[src/hw/rtl/wav_hdr_pkg.sv]
`default_nettype none
package wav_hdr_pkg;

  // four-character codes, first character in the lowest byte
  localparam logic [31:0] ID_RIFF = 32'h4646_4952;
  localparam logic [31:0] ID_WAVE = 32'h4556_4157;
  localparam logic [31:0] ID_FMT  = 32'h2074_6D66;
  localparam logic [31:0] ID_DATA = 32'h6174_6164;

  localparam int unsigned DVD_W  = 33;
  localparam int unsigned DVSR_W = 16;

  localparam logic [3:0] ST_OK        = 4'd0;
  localparam logic [3:0] ST_TRUNC     = 4'd1;
  localparam logic [3:0] ST_BAD_MAGIC = 4'd2;
  localparam logic [3:0] ST_NO_FMT    = 4'd3;
  localparam logic [3:0] ST_FMT_SHORT = 4'd4;
  localparam logic [3:0] ST_NOT_PCM   = 4'd5;
  localparam logic [3:0] ST_ZERO_CH   = 4'd6;
  localparam logic [3:0] ST_BAD_BITS  = 4'd7;
  localparam logic [3:0] ST_BAD_CONT  = 4'd8;
  localparam logic [3:0] ST_NO_DATA   = 4'd9;

  localparam logic [2:0] FMT_U8    = 3'd0;
  localparam logic [2:0] FMT_S16   = 3'd1;
  localparam logic [2:0] FMT_S24_3 = 3'd2;
  localparam logic [2:0] FMT_S24_4 = 3'd3;
  localparam logic [2:0] FMT_S32   = 3'd4;

  localparam logic [15:0] TAG_PCM = 16'd1;

  typedef struct packed {
    logic              start;
    logic [DVD_W-1:0]  dividend;
    logic [DVSR_W-1:0] divisor;
  } div_req_t;

  typedef struct packed {
    logic             done;
    logic [DVD_W-1:0] quotient;
  } div_rsp_t;

  // declared high field first so that status sits in the lowest bits
  typedef struct packed {
    logic [31:0] data_start;
    logic [32:0] frame_total;
    logic [32:0] data_bytes;
    logic [15:0] sample_bits;
    logic [2:0]  sample_format;
    logic [31:0] sample_rate;
    logic [15:0] channel_count;
    logic [3:0]  status;
  } result_t;

  typedef enum logic [6:0] {
    PH_RIFF      = 7'b000_0001,
    PH_FMT_HDR   = 7'b000_0010,
    PH_FMT_SKIP  = 7'b000_0100,
    PH_FMT_BODY  = 7'b000_1000,
    PH_DATA_HDR  = 7'b001_0000,
    PH_DATA_SKIP = 7'b010_0000,
    PH_DONE      = 7'b100_0000
  } phase_e;

  typedef enum logic [2:0] {
    SQ_RUN   = 3'b001,
    SQ_CONT  = 3'b010,
    SQ_FRAME = 3'b100
  } seq_e;

endpackage
`default_nettype wire

[src/hw/rtl/wav_hdr_div.sv]
`default_nettype none
module wav_hdr_div
  import wav_hdr_pkg::*;
(
  input  wire logic     clk_i,
  input  wire logic     rst_ni,
  input  wire div_req_t req_i,
  output div_rsp_t      rsp_o
);

  localparam int unsigned CNT_W = $clog2(DVD_W + 1);

  logic              busy_q, busy_d;
  logic              done_q, done_d;
  logic [CNT_W-1:0]  cnt_q, cnt_d;
  logic [DVD_W-1:0]  dvd_q, dvd_d;   // dividend shifts out, quotient shifts in
  logic [DVSR_W-1:0] rem_q, rem_d;
  logic [DVSR_W-1:0] dvsr_q, dvsr_d;
  logic [DVSR_W:0]   trial;
  logic [DVSR_W:0]   diff;

  assign trial = {rem_q, dvd_q[DVD_W-1]};
  assign diff  = trial - {1'b0, dvsr_q};

  always_comb begin
    busy_d = busy_q;
    done_d = 1'b0;
    cnt_d  = cnt_q;
    dvd_d  = dvd_q;
    rem_d  = rem_q;
    dvsr_d = dvsr_q;
    if (req_i.start) begin
      busy_d = 1'b1;
      cnt_d  = CNT_W'(DVD_W);
      dvd_d  = req_i.dividend;
      dvsr_d = req_i.divisor;
      rem_d  = '0;
    end else if (busy_q) begin
      if (trial >= {1'b0, dvsr_q}) begin
        rem_d = diff[DVSR_W-1:0];
        dvd_d = {dvd_q[DVD_W-2:0], 1'b1};
      end else begin
        rem_d = trial[DVSR_W-1:0];
        dvd_d = {dvd_q[DVD_W-2:0], 1'b0};
      end
      cnt_d = cnt_q - CNT_W'(1);
      if (cnt_q == CNT_W'(1)) begin
        busy_d = 1'b0;
        done_d = 1'b1;
      end
    end
  end

  always_ff @(posedge clk_i or negedge rst_ni) begin
    if (!rst_ni) begin
      busy_q <= 1'b0;
      done_q <= 1'b0;
      cnt_q  <= '0;
    end else begin
      busy_q <= busy_d;
      done_q <= done_d;
      cnt_q  <= cnt_d;
    end
  end

  always_ff @(posedge clk_i) begin
    dvd_q  <= dvd_d;
    rem_q  <= rem_d;
    dvsr_q <= dvsr_d;
  end

  assign rsp_o.done     = done_q;
  assign rsp_o.quotient = dvd_q;

endmodule
`default_nettype wire

[src/hw/rtl/wav_header_parser.sv]
// result: a transaction is registered in the cycle after the byte that decides it;
//   the container check of a 24-bit fmt chunk and the frame count at the data header
//   each go first through the one-bit-per-cycle shared divider
// throughput: one byte per cycle, except while the divider runs or a result waits
// reset: asynchronous, active low; clears the parser to the start of a file
`default_nettype none
module wav_header_parser
  import wav_hdr_pkg::*;
(
  input  wire logic         clk_i,
  input  wire logic         rst_ni,
  input  wire logic         s_axis_tvalid,
  output logic              s_axis_tready,
  input  wire logic [7:0]   s_axis_tdata,   // file_byte[7:0]
  input  wire logic         s_axis_tlast,   // last_byte
  output logic              m_axis_tvalid,
  input  wire logic         m_axis_tready,
  // status[3:0], channel_count[19:4], sample_rate[51:20], sample_format[54:52],
  // sample_bits[70:55], data_bytes[103:71], frame_total[136:104],
  // data_start[168:137], zero fill[175:169]
  output logic [175:0]      m_axis_tdata
);

  // parser state
  phase_e      phase_q, phase_d;
  seq_e        seq_q, seq_d;
  logic [31:0] pos_q, pos_d;          // bytes taken in this file up to the result
  logic [3:0]  fs_q, fs_d;            // byte index within header or fmt body
  logic [31:0] kind_q, kind_d;        // chunk id or magic word
  logic [32:0] skip_q, skip_d;        // chunk length, then bytes left to skip
  logic [32:0] fmt_len_q, fmt_len_d;
  logic [15:0] tag_q, tag_d;
  logic [15:0] ch_q, ch_d;
  logic [31:0] rate_q, rate_d;
  logic [15:0] align_q, align_d;
  logic [15:0] bits_q, bits_d;
  logic [2:0]  code_q, code_d;
  logic        pend_last_q, pend_last_d; // file ended on the byte that started a divide

  // output register
  logic        out_valid_q, out_valid_d;
  result_t     res_q, res_d;

  // shared divider
  div_req_t    div_req;
  div_rsp_t    div_rsp;

  logic        accept;
  logic [7:0]  b;
  logic        emit;
  logic [3:0]  emit_status;
  logic [32:0] emit_frames;
  logic        rearm;
  logic        start_cont;
  logic        start_frame;
  logic [32:0] hdr_len;
  logic [32:0] hdr_pad;
  logic [31:0] word4;
  logic [15:0] bits_full;

  assign s_axis_tready = (seq_q == SQ_RUN) && (!out_valid_q || m_axis_tready);
  assign accept        = s_axis_tvalid && s_axis_tready;
  assign b             = s_axis_tdata;

  // values completed by the byte now arriving
  assign hdr_len   = {1'b0, b, skip_q[23:0]};
  assign hdr_pad   = hdr_len + {32'd0, hdr_len[0]};
  assign word4     = {b, kind_q[23:0]};
  assign bits_full = {b, bits_q[7:0]};

  always_comb begin
    phase_d     = phase_q;
    seq_d       = seq_q;
    pos_d       = pos_q;
    fs_d        = fs_q;
    kind_d      = kind_q;
    skip_d      = skip_q;
    fmt_len_d   = fmt_len_q;
    tag_d       = tag_q;
    ch_d        = ch_q;
    rate_d      = rate_q;
    align_d     = align_q;
    bits_d      = bits_q;
    code_d      = code_q;
    pend_last_d = pend_last_q;
    emit        = 1'b0;
    emit_status = ST_OK;
    emit_frames = '0;
    rearm       = 1'b0;
    start_cont  = 1'b0;
    start_frame = 1'b0;

    if (accept) begin
      if (phase_q != PH_DONE) begin
        pos_d = pos_q + 32'd1;
      end
      unique case (phase_q) inside
        PH_RIFF: begin
          fs_d = fs_q + 4'd1;
          // bytes 4 to 7 carry the riff size, which is not used
          if (fs_q[3:2] != 2'b01) begin
            if (fs_q[1:0] == 2'd0) begin
              kind_d = {24'd0, b};
            end else begin
              kind_d[{fs_q[1:0], 3'b000} +: 8] = b;
            end
          end
          if (fs_q == 4'd3 && word4 != ID_RIFF) begin
            emit        = 1'b1;
            emit_status = ST_BAD_MAGIC;
          end else if (fs_q == 4'd11) begin
            fs_d = 4'd0;
            if (word4 != ID_WAVE) begin
              emit        = 1'b1;
              emit_status = ST_BAD_MAGIC;
            end else begin
              phase_d = PH_FMT_HDR;
            end
          end
        end
        PH_FMT_HDR, PH_DATA_HDR: begin
          fs_d = fs_q + 4'd1;
          if (fs_q[2:0] == 3'd0) begin
            kind_d = {24'd0, b};
            skip_d = '0;
          end else if (!fs_q[2]) begin
            kind_d[{fs_q[1:0], 3'b000} +: 8] = b;
          end else begin
            skip_d[{fs_q[1:0], 3'b000} +: 8] = b;
          end
          if (fs_q[2:0] == 3'd7) begin
            // header complete: length padded to even in 33 bits
            fs_d   = 4'd0;
            skip_d = hdr_pad;
            if (phase_q == PH_FMT_HDR) begin
              if (kind_q == ID_FMT) begin
                if (hdr_pad < 33'd16) begin
                  emit        = 1'b1;
                  emit_status = ST_FMT_SHORT;
                end else begin
                  fmt_len_d = hdr_pad;
                  phase_d   = PH_FMT_BODY;
                end
              end else if (hdr_pad != '0) begin
                phase_d = PH_FMT_SKIP;
              end
            end else begin
              if (kind_q == ID_DATA) begin
                if (align_q == '0) begin
                  emit        = 1'b1;
                  emit_status = ST_OK;
                end else begin
                  start_frame = 1'b1;
                end
              end else if (hdr_pad != '0) begin
                phase_d = PH_DATA_SKIP;
              end
            end
          end
        end
        PH_FMT_SKIP, PH_DATA_SKIP: begin
          skip_d = skip_q - 33'd1;
          if (skip_q == 33'd1) begin
            phase_d = (phase_q == PH_FMT_SKIP) ? PH_FMT_HDR : PH_DATA_HDR;
          end
        end
        PH_FMT_BODY: begin
          fs_d = fs_q + 4'd1;
          case (fs_q) inside
            4'd0, 4'd1:         tag_d[{fs_q[0], 3'b000} +: 8] = b;
            4'd2, 4'd3:         ch_d[{fs_q[0], 3'b000} +: 8] = b;
            4'd4, 4'd5,
            4'd6, 4'd7:         rate_d[{fs_q[1:0], 3'b000} +: 8] = b;
            4'd12, 4'd13:       align_d[{fs_q[0], 3'b000} +: 8] = b;
            4'd14, 4'd15:       bits_d[{fs_q[0], 3'b000} +: 8] = b;
            default: begin
              // byte rate is not used
            end
          endcase
          if (fs_q == 4'd15) begin
            skip_d  = fmt_len_q - 33'd16;
            phase_d = (fmt_len_q != 33'd16) ? PH_DATA_SKIP : PH_DATA_HDR;
            if (tag_q != TAG_PCM) begin
              emit        = 1'b1;
              emit_status = ST_NOT_PCM;
            end else if (ch_q == '0) begin
              emit        = 1'b1;
              emit_status = ST_ZERO_CH;
            end else begin
              case (bits_full)
                16'd8:   code_d = FMT_U8;
                16'd16:  code_d = FMT_S16;
                16'd32:  code_d = FMT_S32;
                16'd24:  start_cont = 1'b1;
                default: begin
                  emit        = 1'b1;
                  emit_status = ST_BAD_BITS;
                end
              endcase
            end
          end
        end
        PH_DONE: begin
          // rest of the file is dropped
        end
        default: begin
          phase_d = PH_DONE;
        end
      endcase

      if (start_cont || start_frame) begin
        pend_last_d = s_axis_tlast;
        seq_d       = start_cont ? SQ_CONT : SQ_FRAME;
      end else begin
        if (!emit && s_axis_tlast && phase_q != PH_DONE) begin
          emit = 1'b1;
          unique case (phase_d)
            PH_FMT_HDR:   emit_status = (fs_d != '0) ? ST_TRUNC : ST_NO_FMT;
            PH_FMT_SKIP:  emit_status = ST_NO_FMT;
            PH_DATA_HDR:  emit_status = (fs_d != '0) ? ST_TRUNC : ST_NO_DATA;
            PH_DATA_SKIP: emit_status = ST_NO_DATA;
            default:      emit_status = ST_TRUNC;
          endcase
        end
        rearm = s_axis_tlast;
      end
    end

    // divider completion
    if (seq_q == SQ_CONT && div_rsp.done) begin
      seq_d = SQ_RUN;
      rearm = pend_last_q;
      if (div_rsp.quotient == 33'd3) begin
        code_d = FMT_S24_3;
      end else if (div_rsp.quotient == 33'd4) begin
        code_d = FMT_S24_4;
      end else begin
        emit        = 1'b1;
        emit_status = ST_BAD_CONT;
      end
      // file ended with the fmt chunk: the data search is left at a chunk boundary
      if (!emit && pend_last_q) begin
        emit        = 1'b1;
        emit_status = ST_NO_DATA;
      end
    end
    if (seq_q == SQ_FRAME && div_rsp.done) begin
      seq_d       = SQ_RUN;
      rearm       = pend_last_q;
      emit        = 1'b1;
      emit_status = ST_OK;
      emit_frames = div_rsp.quotient;
    end

    // output register
    out_valid_d = out_valid_q && !m_axis_tready;
    res_d       = res_q;
    if (emit) begin
      phase_d     = PH_DONE;
      out_valid_d = 1'b1;
      res_d       = '0;
      res_d.status = emit_status;
      if (emit_status == ST_OK) begin
        res_d.channel_count = ch_d;
        res_d.sample_rate   = rate_d;
        res_d.sample_format = code_d;
        res_d.sample_bits   = bits_d;
        res_d.data_bytes    = skip_d;
        res_d.frame_total   = emit_frames;
        res_d.data_start    = pos_d;
      end
    end

    // last byte of the file: back to the start state
    if (rearm) begin
      phase_d     = PH_RIFF;
      pos_d       = '0;
      fs_d        = '0;
      kind_d      = '0;
      skip_d      = '0;
      fmt_len_d   = '0;
      tag_d       = '0;
      ch_d        = '0;
      rate_d      = '0;
      align_d     = '0;
      bits_d      = '0;
      code_d      = FMT_U8;
      pend_last_d = 1'b0;
    end
  end

  // divider operands: container size at fmt end, frame count at data header
  assign div_req.start    = start_cont || start_frame;
  assign div_req.dividend = start_cont ? {17'd0, align_q} : hdr_pad;
  assign div_req.divisor  = start_cont ? ch_q : align_q;

  wav_hdr_div u_div (
    .clk_i  (clk_i),
    .rst_ni (rst_ni),
    .req_i  (div_req),
    .rsp_o  (div_rsp)
  );

  always_ff @(posedge clk_i or negedge rst_ni) begin
    if (!rst_ni) begin
      phase_q     <= PH_RIFF;
      seq_q       <= SQ_RUN;
      pos_q       <= '0;
      fs_q        <= '0;
      kind_q      <= '0;
      skip_q      <= '0;
      fmt_len_q   <= '0;
      tag_q       <= '0;
      ch_q        <= '0;
      rate_q      <= '0;
      align_q     <= '0;
      bits_q      <= '0;
      code_q      <= FMT_U8;
      pend_last_q <= 1'b0;
      out_valid_q <= 1'b0;
    end else begin
      phase_q     <= phase_d;
      seq_q       <= seq_d;
      pos_q       <= pos_d;
      fs_q        <= fs_d;
      kind_q      <= kind_d;
      skip_q      <= skip_d;
      fmt_len_q   <= fmt_len_d;
      tag_q       <= tag_d;
      ch_q        <= ch_d;
      rate_q      <= rate_d;
      align_q     <= align_d;
      bits_q      <= bits_d;
      code_q      <= code_d;
      pend_last_q <= pend_last_d;
      out_valid_q <= out_valid_d;
    end
  end

  // result payload, held while the transaction waits
  always_ff @(posedge clk_i) begin
    res_q <= res_d;
  end

  assign m_axis_tvalid = out_valid_q;
  assign m_axis_tdata  = {7'd0, res_q};

endmodule
`default_nettype wire

[config.mk]
export PLATFORM = sky130hd
export DESIGN_NAME = wav_header_parser
export DESIGN_NICKNAME = d
export VERILOG_FILES = /design/src/hw/rtl/wav_hdr_pkg.sv /design/src/hw/rtl/wav_hdr_div.sv /design/src/hw/rtl/wav_header_parser.sv
export SDC_FILE = /design/constraint.sdc
export NUM_CORES = 1
export LEC_CHECK = 0
export ABC_AREA = 1
export BUFFER_PORTS_ARGS = -buffer_cell sky130_fd_sc_hd__buf_2
export CORE_AREA = 2 2 239 241
export DETAILED_ROUTE_END_ITERATION = 7
export DIE_AREA = 0 0 241 243
export GPL_ROUTABILITY_DRIVEN = 1
export MAX_ROUTING_LAYER = met4
export PLACE_DENSITY = 0.77
export SLEW_MARGIN = 30
export SYNTH_ARGS = -nofsm -noshare
export SYNTH_HDL_FRONTEND = slang
export SYNTH_SLANG_ARGS = --single-unit
[constraint.sdc]
create_clock -name clk_i -period 8.2 [get_ports clk_i]
set_clock_uncertainty 0.1 [all_clocks]
set_input_delay 0.82 -clock clk_i [delete_from_list [all_inputs] [get_ports clk_i]]
set_output_delay 0.82 -clock clk_i [all_outputs]
set_load 0.05 [all_outputs]
==> out/metrics.yaml <==
status: "completed"
synthAdderAreaFrac_pct: 1.538
fill_cells: 5232
drt_iter0_markers: 2826
crit_type: "flip-flop to flip-flop"
hold_viol_final: 0
min_period_over_period_pct: 71.18
multi_input_area_sq_um: 11310
yosys.area_share.simple_pct: 26.56
grt.overflow.total: 0
drc: 0
cts-resized-gates: 0
cts_tree: "done"
numCtsBuffers: 51
startpoint: "fs_q[0]$_DFFE_PN0N_"
required_ps: 8620
worst-endpoint-arrival_ps: 6260
ctsHoldBuffers: 0
worst_slack_ps: 2363
root_buffer: "clkbuf_16"
rsz0062_at_grt: "no"
start_util_pct: 47.41
hpwl_um: 65030
io_pins: 191
synth_top_area_share_pct: 24.68
die_h_um: 243
max_slew_margin_pct: 33.95
synth_cells: 3166
cp_max_fo: 56
drive_gt1_share_pct: 13.29
syn_area_per_cell_sq_um: 8.379
pwr-share-clk_pct: 47.9
synth_mux_area_share_pct: 0.3396
cts_setup_buffers: 0
min_period_ps: 5837
synthArstFlopShare_pct: 51.85
setup_tns_ps: 0
core_sq_um: 55950
ys_types: 66
clk_pin_slew_ps: 60
vias: 24060
start_kind: "flip-flop"
area_delta_synth_final_pct: 12.00
antenna_found_initial: 1
power.density_nw_per_um2: 168.5
drv_slew: 0
grt_max_degree: 88
portBuffers: 183
yosysTopAreaCell: "edfxtp_1"
synth-compound-area-share_pct: 12.18
h-tree-depth: 2
leakagePower_nw: 12.24
clkLatencyLatePin_ps: 620
synth-xor-area-share_pct: 1.651
via_per_inst: 5.880
drtAntennaViolNets: 0
totalWireLength_um: 88940
max_freq_mhz: 171.3
p_sw_share_pct: 21.82
p_switching_mw: 1.093
synth_seq_cells: 486
grt_pass1_vias: 22730
grtUsageTotal_pct: 30.92
synth_top_family_by_area: "simple AND/OR/NAND/NOR gates"
syn_area_sq_um: 26530
setup_viol: 0
rows: 87
endpoint_kind: "flip-flop"
pwr-share-seq_pct: 50.5
synthTopCellsByArea: "edfxtp_1 (25%), dfrtp_1 (24%), nand2_1 (7.6%)"
peakVddDrop_v: 0.0001685
timing.hold.ws_ps: 62.51
intPower_mw: 3.913
yosysSeqAreaShare_pct: 49.66
drv_cap: 0
tightest_slew_ps: 983.2
cts_buffer_depth: 3
regArea_sq_um: 13180
wire_per_inst_um: 21.74
dieArea_sq_um: 58560
gp_congestion: 1.067
synth_edf_count: 218
yosys_warnings: 0
r2r-start: "fs_q[0]$_DFFE_PN0N_"
die_width_um: 241
pwr-share-comb_pct: 1.6
grt_pass1_wl_um: 134700
cts_sinks: 486
hp-class: "input pin to async pin"
final_net_count: 3335
post-place-ws_ps: 2653
drtPass1Iterations: 8
ys.flop_type: "dfrtp_1"
-- power groups by stage --
stage | Clock, mW | Combinational, mW | Sequential [mW]
2_1_floorplan | 0 | 0.0310 | 2.58
3_3_place_gp | 0 | 0.0771 | 2.58
3_5_place_dp | 0 | 0.0780 | 2.58
4_1_cts | 2.42 | 0.0785 | 2.53
5_1_grt | 2.52 | 0.0849 | 2.53
6_report | 2.40 | 0.0801 | 2.53
-- routing by layer --
| layer | wire length [um] | global-route usage (%) |
|---|---|---|
| met2 | 38870 | 44.73 |
| met1 | 36870 | 41.86 |
| met3 | 9670 | 7.950 |
| met4 | 3529 | 11.33 |
| met5 | 0 | - |
-- sequential cells by signal (all words and copies together), names as in the netlist, 3 cells and up --
signal / flops
u_div.dvsr_q: 16
bits_q: 16
pos_q: 32
seq_q: 3
ch_q: 16
u_div.dvd_q: 33
tag_q: 16
align_q: 16
rate_q: 32
fs_q: 4
u_div.rem_q: 16
skip_q: 33
m_axis_tdata: 169
code_q: 3
fmt_len_q: 32
kind_q: 32
u_div.cnt_q: 6
phase_q: 7
-- kinds of logic (layout without fill, tap and decap cells) --
family | count (synthesis) | count (layout)
compound gates | 557 | 557
xor+xnor | 50 | 50
fa+ha+maj | 32 | 32
buf+inv | 513 | 674
flops | 486 | 486
mux | 9 | 9
other cells | 1 | 9
simple gates | 1518 | 1518
-- critical path, cell delays in order, from the launching register on --
cell     delay [ps]
dfrtp_1         770
buf_4           390
ha_1            250
inv_1           100
nor2_1          720
nand2_1         420
nor2_1          410
nand3_1         170
nand2_1         120
nor2_1           60
nand2_1         100
nand2_4         330
inv_1           710
nand2_1         280
nor2_1          290
nand2_1         280
o22ai_1         190
-- path summary, 6_finish.rpt --
path / end / slack [ps] / depth (start not counted)
min reg2reg: u_div.rem_q[15]$_SDFFE_PN0P_ / 370 / 2
max: kind_q[19]$_DFFE_PN0P_ / 2360 / 16
max reg2reg: kind_q[19]$_DFFE_PN0P_ / 2360 / 16
max in group asynchronous: fmt_len_q[1]$_DFFE_PN0P_ / 6710 / 2
min: rate_q[23]$_DFF_PN0_ / 60 / 1
min in group clk_i: u_div.rem_q[15]$_SDFFE_PN0P_ / 370 / 2
-- final cells by class --
cell class                 instances  area share, %
multi-input combinational       2173          38.06
clock inverter                    32          1.074
timing repair buffer             210          3.866
inverter                         368          4.649
tap                              756          3.184
antenna                            2        0.01684
sequential                       486          44.34
clock buffer                      64          4.809
-- placed cells by master, fill, tap and decap left out, types with 12 or more instances in the layout --
master       n
edfxtp_1   218
a221oi_1    13
clkinv_2    14
nor3_1     127
inv_1      347
nand4_1     60
o21ai_0    243
buf_2      182
ha_1        31
xnor2_1     15
nor2_1     466
buf_4       24
nor3_2      81
a21oi_1    120
a211oi_1    15
nor4_1      34
o2111ai_1   18
clkinv_1    14
nand3_1    157
nand2_1    534
clkbuf_16   54
dfrtp_1    250
o22ai_1     71
a22oi_1     13
inv_2       12
nor2_2      15
dfxtp_1     16
xor2_1      35
-- cells in the mapped netlist (16+ instances only) --
| master | n |
|---|---|
| nand2_1 | 536 |
| nand3_1 | 158 |
| a21oi_1 | 120 |
| nor3_2 | 81 |
| ha_1 | 31 |
| dfxtp_1 | 16 |
| o2111ai_1 | 18 |
| nor4_1 | 35 |
| buf_2 | 34 |
| edfxtp_1 | 218 |
| clkbuf_1 | 81 |
| xor2_1 | 35 |
| o22ai_1 | 71 |
| inv_1 | 347 |
| nor2_1 | 468 |
| nor3_1 | 127 |
| buf_6 | 17 |
| o21ai_0 | 243 |
| dfrtp_1 | 250 |
| nand4_1 | 60 |
-- per-stage QoR --
| step | util (%) | area, sq um | instances | power, mW |
|---|---|---|---|---|
| floorplan | - | 26550 | 3172 | 2.607 |
| CTS | 53.07 | 29690 | 4089 | 5.023 |
| global placement | 49.93 | 27940 | 3993 | 2.653 |
| finish | 53.10 | 29710 | 4091 | 5.006 |
| detailed placement | 49.94 | 27940 | 3993 | 2.654 |
| global route | 53.10 | 29710 | 4090 | 5.134 |
Power figures use the tool's default switching activity.
